<file path="src/rtl/sle_pkg.sv">
// Shared types and constants for the serial line editor.
// No dependencies; every other file in rtl/ imports this package.
package sle_pkg;

    // Line store and count widths
    localparam int STORE_DEPTH = 1024;
    localparam int LEN_W       = 10;
    localparam int CHAR_W      = 8;
    localparam logic [LEN_W-1:0] LEN_MAX   = '1;
    localparam logic [LEN_W-1:0] LIMIT_CAP =
        (STORE_DEPTH - 1 > 1023) ? LEN_MAX : LEN_W'(STORE_DEPTH - 1);

    // Command queue between front and back
    localparam int Q_DEPTH = 4;
    localparam int Q_AW    = $clog2(Q_DEPTH);

    // Output beat packing
    localparam int OUT_W  = 39;
    localparam int TDATA_W = ((OUT_W + 7) / 8) * 8;

    // Configuration register indexes
    localparam logic CFG_ECHO_PLAIN = 1'b0;
    localparam logic CFG_MAX_LENGTH = 1'b1;

    // Received byte codes
    localparam logic [CHAR_W-1:0] CHAR_LF    = 8'd10;
    localparam logic [CHAR_W-1:0] CHAR_CR    = 8'd13;
    localparam logic [CHAR_W-1:0] CHAR_ESC   = 8'd27;
    localparam logic [CHAR_W-1:0] CHAR_SPACE = 8'd32;
    localparam logic [CHAR_W-1:0] CHAR_STAR  = 8'd42;
    localparam logic [CHAR_W-1:0] CHAR_TILDE = 8'd126;
    localparam logic [CHAR_W-1:0] CHAR_DEL   = 8'd127;
    localparam logic [CHAR_W-1:0] CHAR_LBR   = 8'd91;
    localparam logic [CHAR_W-1:0] CHAR_ONE   = 8'd49;
    localparam logic [CHAR_W-1:0] CHAR_D     = 8'd68;
    localparam logic [CHAR_W-1:0] CHAR_K     = 8'd75;

    // Command kinds
    typedef logic [1:0] t_kind;
    localparam t_kind K_ERASE = 2'd0;
    localparam t_kind K_CR    = 2'd1;
    localparam t_kind K_LF    = 2'd2;
    localparam t_kind K_PRINT = 2'd3;

    // Steps inside one command
    typedef logic [2:0] t_step;
    localparam t_step ERASE_LAST = 3'd6;

    // One classified input, everything the back end needs
    typedef struct packed {
        t_kind             kind;
        logic              wrap;    // printable byte that hit the limit
        logic [CHAR_W-1:0] echo;    // echo byte for a printable
        logic [CHAR_W-1:0] chr;     // byte to store for a printable
        logic [LEN_W-1:0]  index;   // store position of a printable
        logic [LEN_W-1:0]  term;    // store position of the terminator
        logic [LEN_W-1:0]  length;  // count after this input
    } t_cmd;

    // One result beat
    typedef struct packed {
        logic              tx_valid;
        logic [CHAR_W-1:0] tx_char;
        logic              store_valid;
        logic [LEN_W-1:0]  store_index;
        logic [CHAR_W-1:0] store_char;
        logic              line_done;
        logic [LEN_W-1:0]  line_length;
        logic              last;
    } t_res;

    // Cursor-back and erase-to-end sequence
    function automatic logic [CHAR_W-1:0] erase_char(input t_step s);
        logic [CHAR_W-1:0] c;
        case (s)
            3'd0, 3'd4: c = CHAR_ESC;
            3'd1, 3'd5: c = CHAR_LBR;
            3'd2:       c = CHAR_ONE;
            3'd3:       c = CHAR_D;
            3'd6:       c = CHAR_K;
            default:    c = '0;
        endcase
        return c;
    endfunction

endpackage

</file>
<file path="src/rtl/sle_front.sv">
// Front end: holds configuration and the character count, classifies each
// received byte and pushes one command per non-ignored byte. Uses sle_pkg.
module sle_front (
    input  logic                        i_clk,
    input  logic                        i_rst_n,
    input  logic                        i_cfg_we,
    input  logic                        i_cfg_idx,
    input  logic [sle_pkg::LEN_W-1:0]   i_cfg_data,
    input  logic                        i_valid,
    input  logic [sle_pkg::CHAR_W-1:0]  i_char,
    input  logic                        i_q_full,
    output logic                        o_ready,
    output logic                        o_push,
    output sle_pkg::t_cmd               o_cmd
);
    import sle_pkg::*;

    logic             r_echo_plain;
    logic [LEN_W-1:0] r_max_length;
    logic [LEN_W-1:0] r_count, n_count;
    logic [LEN_W-1:0] limit;
    logic [LEN_W-1:0] count_inc;
    logic             keep;
    logic             accept;

    // Configuration registers
    always_ff @(posedge i_clk) begin
        if (!i_rst_n) begin
            r_echo_plain <= 1'b1;
            r_max_length <= 10'd1022;
        end else if (i_cfg_we) begin
            if (i_cfg_idx == CFG_ECHO_PLAIN) begin
                r_echo_plain <= i_cfg_data[0];
            end else begin
                r_max_length <= i_cfg_data;
            end
        end
    end

    // Effective limit: clamp to store size, zero acts as one
    always_comb begin
        limit = (r_max_length > LIMIT_CAP) ? LIMIT_CAP : r_max_length;
        if (limit == '0) begin
            limit = LEN_W'(1);
        end
    end

    assign count_inc = r_count + LEN_W'(1);
    assign o_ready   = !i_q_full;
    assign accept    = i_valid && o_ready;

    // Classify the byte and work out the count effect
    always_comb begin
        keep         = 1'b0;
        n_count      = r_count;
        o_cmd        = '0;
        o_cmd.chr    = i_char;
        o_cmd.echo   = r_echo_plain ? i_char : CHAR_STAR;
        o_cmd.index  = r_count;
        o_cmd.term   = r_count;
        if (i_char == CHAR_DEL) begin
            keep       = (r_count != '0);
            o_cmd.kind = K_ERASE;
            n_count    = r_count - LEN_W'(1);
        end else if (i_char == CHAR_CR) begin
            keep       = 1'b1;
            o_cmd.kind = K_CR;
            n_count    = '0;
        end else if (i_char == CHAR_LF) begin
            keep       = 1'b1;
            o_cmd.kind = K_LF;
            n_count    = '0;
        end else if (i_char >= CHAR_SPACE && i_char <= CHAR_TILDE) begin
            keep       = 1'b1;
            o_cmd.kind = K_PRINT;
            o_cmd.term = count_inc;
            o_cmd.wrap = (count_inc >= limit);
            n_count    = o_cmd.wrap ? '0 : count_inc;
        end
        o_cmd.length = n_count;
    end

    assign o_push = accept && keep;

    // Advance the count on each kept byte
    always_ff @(posedge i_clk) begin
        if (!i_rst_n) begin
            r_count <= '0;
        end else if (o_push) begin
            r_count <= n_count;
        end
    end

endmodule

</file>
<file path="src/rtl/sle_cmdq.sv">
// Short command queue between front and back end.
// Register-based FIFO of t_cmd entries; uses sle_pkg.
module sle_cmdq (
    input  logic           i_clk,
    input  logic           i_rst_n,
    input  logic           i_push,
    input  sle_pkg::t_cmd  i_cmd,
    output logic           o_full,
    input  logic           i_pop,
    output logic           o_valid,
    output sle_pkg::t_cmd  o_cmd
);
    import sle_pkg::*;

    t_cmd            r_mem [Q_DEPTH];
    logic [Q_AW-1:0] r_wr, r_rd;
    logic [Q_AW:0]   r_cnt;

    assign o_full  = (r_cnt == (Q_AW+1)'(Q_DEPTH));
    assign o_valid = (r_cnt != '0);
    assign o_cmd   = r_mem[r_rd];

    // Store entries
    always_ff @(posedge i_clk) begin
        if (i_push) begin
            r_mem[r_wr] <= i_cmd;
        end
    end

    // Advance pointers and fill count
    always_ff @(posedge i_clk) begin
        if (!i_rst_n) begin
            r_wr  <= '0;
            r_rd  <= '0;
            r_cnt <= '0;
        end else begin
            if (i_push) begin
                r_wr <= r_wr + Q_AW'(1);
            end
            if (i_pop) begin
                r_rd <= r_rd + Q_AW'(1);
            end
            case ({i_push, i_pop})
                2'b10:   r_cnt <= r_cnt + (Q_AW+1)'(1);
                2'b01:   r_cnt <= r_cnt - (Q_AW+1)'(1);
                default: r_cnt <= r_cnt;
            endcase
        end
    end

`ifndef NO_ASSERTIONS
    a_no_push_full: assert property (@(posedge i_clk) disable iff (!i_rst_n)
        o_full |-> !i_push || i_pop)
        else $error("command pushed into full queue");
    a_no_pop_empty: assert property (@(posedge i_clk) disable iff (!i_rst_n)
        i_pop |-> o_valid)
        else $error("command popped from empty queue");
    a_cnt_range: assert property (@(posedge i_clk) disable iff (!i_rst_n)
        r_cnt <= (Q_AW+1)'(Q_DEPTH))
        else $error("queue fill count out of range");
`endif

endmodule

</file>
<file path="src/rtl/sle_back.sv">
// Back end: sequences the result beats of each command into an output
// register, one beat per cycle unless the output stalls. Uses sle_pkg.
module sle_back (
    input  logic           i_clk,
    input  logic           i_rst_n,
    input  logic           i_q_valid,
    input  sle_pkg::t_cmd  i_q_cmd,
    output logic           o_pop,
    output logic           o_valid,
    input  logic           i_ready,
    output sle_pkg::t_res  o_res
);
    import sle_pkg::*;

    logic  r_busy;
    t_cmd  r_cmd;
    t_step r_step;
    logic  r_out_valid;
    t_res  r_out;

    t_cmd  cur;
    t_res  res;
    logic  have;
    logic  advance;
    logic  tail;
    t_step ph;

    assign cur     = r_busy ? r_cmd : i_q_cmd;
    assign have    = r_busy || i_q_valid;
    assign advance = !r_out_valid || i_ready;
    assign o_pop   = advance && have && !r_busy;

    // Build the beat for the current command and step
    always_comb begin
        res             = '0;
        res.line_length = cur.length;
        tail            = 1'b0;
        ph              = r_step;
        case (cur.kind)
            K_ERASE: begin
                res.tx_valid = 1'b1;
                res.tx_char  = erase_char(r_step);
                res.last     = (r_step == ERASE_LAST);
            end
            K_CR: begin
                tail = 1'b1;
            end
            K_LF: begin
                res.store_valid = 1'b1;
                res.store_index = cur.term;
                res.line_done   = 1'b1;
                res.last        = 1'b1;
            end
            default: begin
                if (r_step == '0) begin
                    res.tx_valid    = 1'b1;
                    res.tx_char     = cur.echo;
                    res.store_valid = 1'b1;
                    res.store_index = cur.index;
                    res.store_char  = cur.chr;
                    res.last        = !cur.wrap;
                end else begin
                    tail = 1'b1;
                    ph   = r_step - t_step'(1);
                end
            end
        endcase
        // CR LF line end with terminator write on the LF beat
        if (tail) begin
            res.tx_valid = 1'b1;
            if (ph == '0) begin
                res.tx_char = CHAR_CR;
            end else begin
                res.tx_char     = CHAR_LF;
                res.store_valid = 1'b1;
                res.store_index = cur.term;
                res.line_done   = 1'b1;
                res.last        = 1'b1;
            end
        end
    end

    // Step through the command, load from queue head on its first beat
    always_ff @(posedge i_clk) begin
        if (!i_rst_n) begin
            r_busy      <= 1'b0;
            r_step      <= '0;
            r_out_valid <= 1'b0;
        end else if (advance) begin
            r_out_valid <= have;
            if (have) begin
                if (res.last) begin
                    r_busy <= 1'b0;
                    r_step <= '0;
                end else begin
                    r_busy <= 1'b1;
                    r_step <= r_step + t_step'(1);
                end
            end
        end
    end

    // Payload registers
    always_ff @(posedge i_clk) begin
        if (advance && have) begin
            r_out <= res;
        end
        if (o_pop) begin
            r_cmd <= i_q_cmd;
        end
    end

    assign o_valid = r_out_valid;
    assign o_res   = r_out;

`ifndef NO_ASSERTIONS
    a_step_range: assert property (@(posedge i_clk) disable iff (!i_rst_n)
        r_busy |-> r_step != '0 && r_step <= ERASE_LAST)
        else $error("sequencer step out of range");
    a_done_len: assert property (@(posedge i_clk) disable iff (!i_rst_n)
        r_out_valid && r_out.line_done |-> r_out.line_length == '0 && r_out.last)
        else $error("line end beat with nonzero length");
    a_idle_store: assert property (@(posedge i_clk) disable iff (!i_rst_n)
        r_out_valid && !r_out.store_valid |->
            r_out.store_index == '0 && r_out.store_char == '0)
        else $error("store fields set without a store write");
    a_idle_tx: assert property (@(posedge i_clk) disable iff (!i_rst_n)
        r_out_valid && !r_out.tx_valid |-> r_out.tx_char == '0)
        else $error("echo byte set without tx_valid");
`endif

endmodule

</file>
<file path="src/rtl/serial_line_editor_core.sv">
// Serial line editor top level: front end, command queue and back end.
// Depends on sle_pkg, sle_front, sle_cmdq and sle_back.
//
//  channel   dir  beat contents
//  s_axis    in   tdata[7:0] rx_char
//  m_axis    out  tdata: result fields (see port), tlast: last result of input
//  cfg       in   we / idx / data: 0 echo_plain, 1 max_length
//
// A received byte is classified combinationally and queued; ignored bytes
// are dropped there. The back end emits one result beat per cycle unless
// m_axis stalls: 1 for a printable or LF, 2 for CR, 3 for a printable that
// ends the line, 7 for an erase; beats per command set the sustained rate.
// Synchronous active-low reset clears count, queue and sequencer; config
// returns to echo_plain = 1, max_length = 1022. Output stalls back up into
// the four-entry queue before s_axis tready drops.
module serial_line_editor_core (
    input  logic                          i_clk,
    input  logic                          i_rst_n,
    input  logic                          i_cfg_we,
    input  logic                          i_cfg_idx,
    input  logic [sle_pkg::LEN_W-1:0]     i_cfg_data,
    input  logic                          i_s_axis_tvalid,
    output logic                          o_s_axis_tready,
    input  logic [7:0]                    i_s_axis_tdata,   // [7:0] rx_char
    output logic                          o_m_axis_tvalid,
    input  logic                          i_m_axis_tready,
    // [0] tx_valid, [8:1] tx_char, [9] store_valid, [19:10] store_index,
    // [27:20] store_char, [28] line_done, [38:29] line_length, [39] zero
    output logic [sle_pkg::TDATA_W-1:0]   o_m_axis_tdata,
    output logic                          o_m_axis_tlast
);
    import sle_pkg::*;

    logic q_full;
    logic q_push;
    logic q_pop;
    logic q_valid;
    t_cmd push_cmd;
    t_cmd head_cmd;
    t_res out_res;

    sle_front u_front (
        .i_clk      (i_clk),
        .i_rst_n    (i_rst_n),
        .i_cfg_we   (i_cfg_we),
        .i_cfg_idx  (i_cfg_idx),
        .i_cfg_data (i_cfg_data),
        .i_valid    (i_s_axis_tvalid),
        .i_char     (i_s_axis_tdata),
        .i_q_full   (q_full),
        .o_ready    (o_s_axis_tready),
        .o_push     (q_push),
        .o_cmd      (push_cmd)
    );

    sle_cmdq u_cmdq (
        .i_clk   (i_clk),
        .i_rst_n (i_rst_n),
        .i_push  (q_push),
        .i_cmd   (push_cmd),
        .o_full  (q_full),
        .i_pop   (q_pop),
        .o_valid (q_valid),
        .o_cmd   (head_cmd)
    );

    sle_back u_back (
        .i_clk     (i_clk),
        .i_rst_n   (i_rst_n),
        .i_q_valid (q_valid),
        .i_q_cmd   (head_cmd),
        .o_pop     (q_pop),
        .o_valid   (o_m_axis_tvalid),
        .i_ready   (i_m_axis_tready),
        .o_res     (out_res)
    );

    // Pack the result beat, first field lowest
    assign o_m_axis_tdata = {1'b0, out_res.line_length, out_res.line_done,
                             out_res.store_char, out_res.store_index,
                             out_res.store_valid, out_res.tx_char,
                             out_res.tx_valid};
    assign o_m_axis_tlast = out_res.last;

endmodule
</file>
<file path="config.mk">
export PLATFORM = sky130hd
export DESIGN_NAME = serial_line_editor_core
export DESIGN_NICKNAME = d
export VERILOG_FILES = /design/src/rtl/sle_pkg.sv /design/src/rtl/sle_front.sv /design/src/rtl/sle_cmdq.sv /design/src/rtl/sle_back.sv /design/src/rtl/serial_line_editor_core.sv
export SDC_FILE = /design/constraint.sdc
export NUM_CORES = 1
export LEC_CHECK = 0
export BUFFER_PORTS_ARGS = -buffer_cell sky130_fd_sc_hd__buf_2
export CORE_MARGIN = 2
export CORE_UTILIZATION = 60
export CTS_CLUSTER_DIAMETER = 120
export DETAILED_ROUTE_END_ITERATION = 12
export PLACE_DENSITY_LB_ADDON = 0.12
export SYNTH_ARGS = -nofsm -noshare
export SYNTH_HDL_FRONTEND = slang
export SYNTH_SLANG_ARGS = --single-unit
export TNS_END_PERCENT = 50
</file>
<file path="constraint.sdc">
create_clock -name i_clk -period 6.1 [get_ports i_clk]
set_clock_uncertainty 0.15 [all_clocks]
set_input_delay 0.61 -clock i_clk [delete_from_list [all_inputs] [get_ports i_clk]]
set_output_delay 0.61 -clock i_clk [all_outputs]
set_load 0.02 [all_outputs]
</file>
==> results_dict.tcl <==
set metrics [dict create \
    status "finished clean" \
    viasPerCell 6.07 \
    synth-seq-cells 320 \
    firstDrtPassIters 5 \
    cts_buffers 30 \
    worstReg2RegStart "u_front.r_count[0]" \
    portBuffers 65 \
    synth_edf_count 285 \
    synth_cell_types 62 \
    postCtsSetupBuffers 0 \
    switchingPower_mw 2.06 \
    synth_area_leaders "edfxtp_1 (64%), mux4_2 (8.3%), dfxtp_1 (5.2%), nand2_1 (3.1%), ha_1 (2.2%)" \
    power.share.clock 0.283 \
    cp-endpoint "u_cmdq.r_mem[2][9]" \
    hold_path.class "in -> reg" \
    maxSlewViolCount 0 \
    detail_route.wl_per_cell_um 22.3 \
    rows 54 \
    fin_area_mm2 0.0150 \
    intPower_mw 4.75 \
    ant_nets 0 \
    ctsResizeCount 0 \
    async_flop_share 0 \
    min_period_ns 4.32 \
    p_seq_frac 0.463 \
    area_growth_syn_to_layout_pct 12.1 \
    antenna_found_initial 0 \
    clockBufferDepth 3 \
    ios 67 \
    die_w_um 153 \
    die_h_um 153 \
    final.setup.tns_ns 0 \
    grt_pass1_vias 7477 \
    routed_wl_um 27200 \
    r2r_end "u_cmdq.r_mem[2][9]" \
    cts_tree "yes" \
    yosys.area_share.simple 0.0710 \
    hold_viol 0 \
    worst_slew_pin_slew_ns 1.24 \
    worstSetupPathType "reg -> reg" \
    grt-ovfl-total 0 \
    muxShareOfSynthArea 0.104 \
    cts_root_buf "clkbuf_16" \
    synthFlopType "edfxtp_1" \
    synth-seq-area-share 0.694 \
    place_area_mm2 0.0139 \
    cts_hold_buf 0 \
    pwr_density_cell_mw_per_mm2 455 \
    drc 0 \
    diodes 0 \
    coreArea_mm2 0.0218 \
    finalCritPeriodShare 0.708 \
    vias 7434 \
    synth_top_family_by_area "multiplexers" \
    grt_usage 0.234 \
    yosysTopAreaCell "edfxtp_1" \
    reg2reg_depth 10 \
    drtIter0Drc 533 \
    setup_viol 0 \
    drive_above_1_share 0.214 \
    clock-sinks 320 \
    critPathMaxFanout 12 \
    synth-adder-area-share 0.0231 \
    synth_compound_area_frac 0.0660 \
    p_leak_nw 5.43 \
    path_clk_slew_ns 0.07 \
    clock_latency_ns 0.54 \
    syn_nets 905 \
    htreeDepth 1 \
    p_comb_frac 0.255 \
    globalplace.congestion 0.842 \
    dp_hpwl_um 17100 \
    cap_violations 0 \
    cp_data_arrival_time_ns 4.46 \
    critical_path.endpoint_type "flip-flop" \
    start_util 0.612 \
    synthXorXnorAreaFrac 0.0177 \
    swShare 0.303 \
    fmax_ghz 0.232 \
    grt_pass1_wl_um 42600 \
    cp-start-kind "flip-flop" \
    synth.avg_cell_area_um2 15.6 \
    syn-cell-area_mm2 0.0133 \
    critPathLaunch "u_front.r_count[0]" \
    maxSlewHeadroom 0.171 \
    yosys_warnings 0 \
    synth_cells 857 \
    synth_most_common_cell "edfxtp_1" \
    vdd.ir_drop.worst_mv 0.297 \
    rsz0062_at_grt "no" \
    grt_max_degree 52 \
    worst-r2r-setup-slack_ns 1.78 \
    synth_common_cells "edfxtp_1 (285), nand2_1 (110), mux4_2 (49)" \
    dieArea_mm2 0.0235 \
    nets 968 \
    cp.required_ns 6.24 \
    yosys.area.top_type_share 0.641 \
]
==> state kept, by name, indices dropped and copies added, names as in the netlist, named ones only <==
signal	flops
u_back.r_cmd	49
u_cmdq.r_cnt	3
u_front.r_count	10
u_cmdq.r_mem	196
u_back.o_res	40
u_back.o_valid	1
u_cmdq.r_rd	2
u_back.r_step	3
u_cmdq.r_wr	2
u_back.r_busy	1
u_front.r_echo_plain	1
u_front.r_max_length	10
==> critical path: stages, from the launching register on <==
cell and delay, ns:
dfxtp_1 0.66, nand3_1 0.34, nor2_1 0.35, xor2_1 0.30, ha_1 0.30, a21o_1 0.18, a21o_1 0.17, a21o_1 0.18
a21oi_1 0.71, o21bai_1 0.21, o31ai_1 0.49
==> layout make-up <==
| cell class | count | area, um^2 |
|---|---|---|
| sequential | 320 | 9260 |
| fill | 1448 | 6860 |
| multi-input combinational | 462 | 3780 |
| clock buffer | 39 | 856 |
| timing repair buffer | 76 | 408 |
| tap | 280 | 350 |
| clock inverter | 17 | 190 |
| inverter | 30 | 113 |
==> worst min-delay path by stage <==
stage	start	to	slack, ns	cells after the start
after floorplan	u_front.r_max_length[0]	u_front.r_max_length[0]	0.30	2
after global placement	u_back.o_valid	u_back.o_valid	0.31	2
after detailed placement	u_back.o_valid	u_back.o_valid	0.33	2
after CTS	i_cfg_data[6]	u_front.r_max_length[6]	0.13	3
after global routing	i_cfg_data[4]	u_front.r_max_length[4]	0.14	3
final	i_cfg_data[2]	u_front.r_max_length[2]	0.15	3
==> metrics by stage <==
stage	setup WS, ns	hold WS (ns)	std cells	total power [mW]	util
4_1_cts	1.93	0.127	1224	6.87	0.686
6_report	1.78	0.147	1224	6.81	0.686
5_1_grt	1.55	0.145	1224	7.12	0.686
3_3_place_gp	1.77	0.315	1168	4.87	0.638
2_1_floorplan	1.13	0.300	857	4.42	-
3_5_place_dp	1.67	0.329	1168	4.93	0.638
==> kinds of logic (layout without fill, tap and decap cells) <==
group	count (synthesis)	count (layout)
AND/OR/NAND/NOR	210	210
adder cells (fa/ha/maj)	24	24
other	1	1
multiplexers	77	77
buffers and inverters	75	162
flip-flops	320	320
AO/OA/AOI/OAI	123	123
XOR/XNOR	27	27
==> routing by layer <==
metal / track usage / vias up / share of wire
li1: - / 3411 / -
met1: 0.346 / 3787 / 0.45
met2: 0.383 / 207 / 0.48
met3: 0.0281 / 29 / 0.052
met4: 0.0467 / 0 / 0.014
met5: 0 / - / 0
==> placed cells by master (no fill, tap or decap), types with 5 or more instances in the layout <==
master | netlist | routed
nand2_1 | 110 | 110
ha_1 | 23 | 23
o22ai_1 | 6 | 6
nand2b_1 | 8 | 8
a21oi_1 | 31 | 31
mux4_2 | 49 | 49
edfxtp_1 | 285 | 285
nor3_1 | 7 | 7
and2_1 | 11 | 7
nor2_1 | 31 | 30
clkbuf_8 | 0 | 5
o211ai_1 | 16 | 16
o22ai_2 | 9 | 9
buf_4 | 3 | 11
a31oi_1 | 8 | 8
nand3_1 | 13 | 13
clkbuf_16 | 0 | 31
mux2i_1 | 27 | 27
clkinv_1 | 2 | 6
nor4_1 | 5 | 5
inv_1 | 28 | 27
xnor2_1 | 15 | 15
xor2_1 | 12 | 12
dfxtp_1 | 35 | 33
o21ai_0 | 15 | 15
buf_2 | 8 | 65
==> power by group through the flow <==
| stage | clock (mW) | combinational [mW] | sequential (mW) |
|---|---|---|---|
| 6_report | 1.93 | 1.74 | 3.15 |
| 5_1_grt | 2.04 | 1.88 | 3.20 |
| 4_1_cts | 1.96 | 1.75 | 3.16 |
| 3_5_place_dp | 0 | 1.74 | 3.20 |
| 3_3_place_gp | 0 | 1.69 | 3.18 |
| 2_1_floorplan | 0 | 1.10 | 3.32 |
No activity file was read; power rests on OpenSTA's default activity.
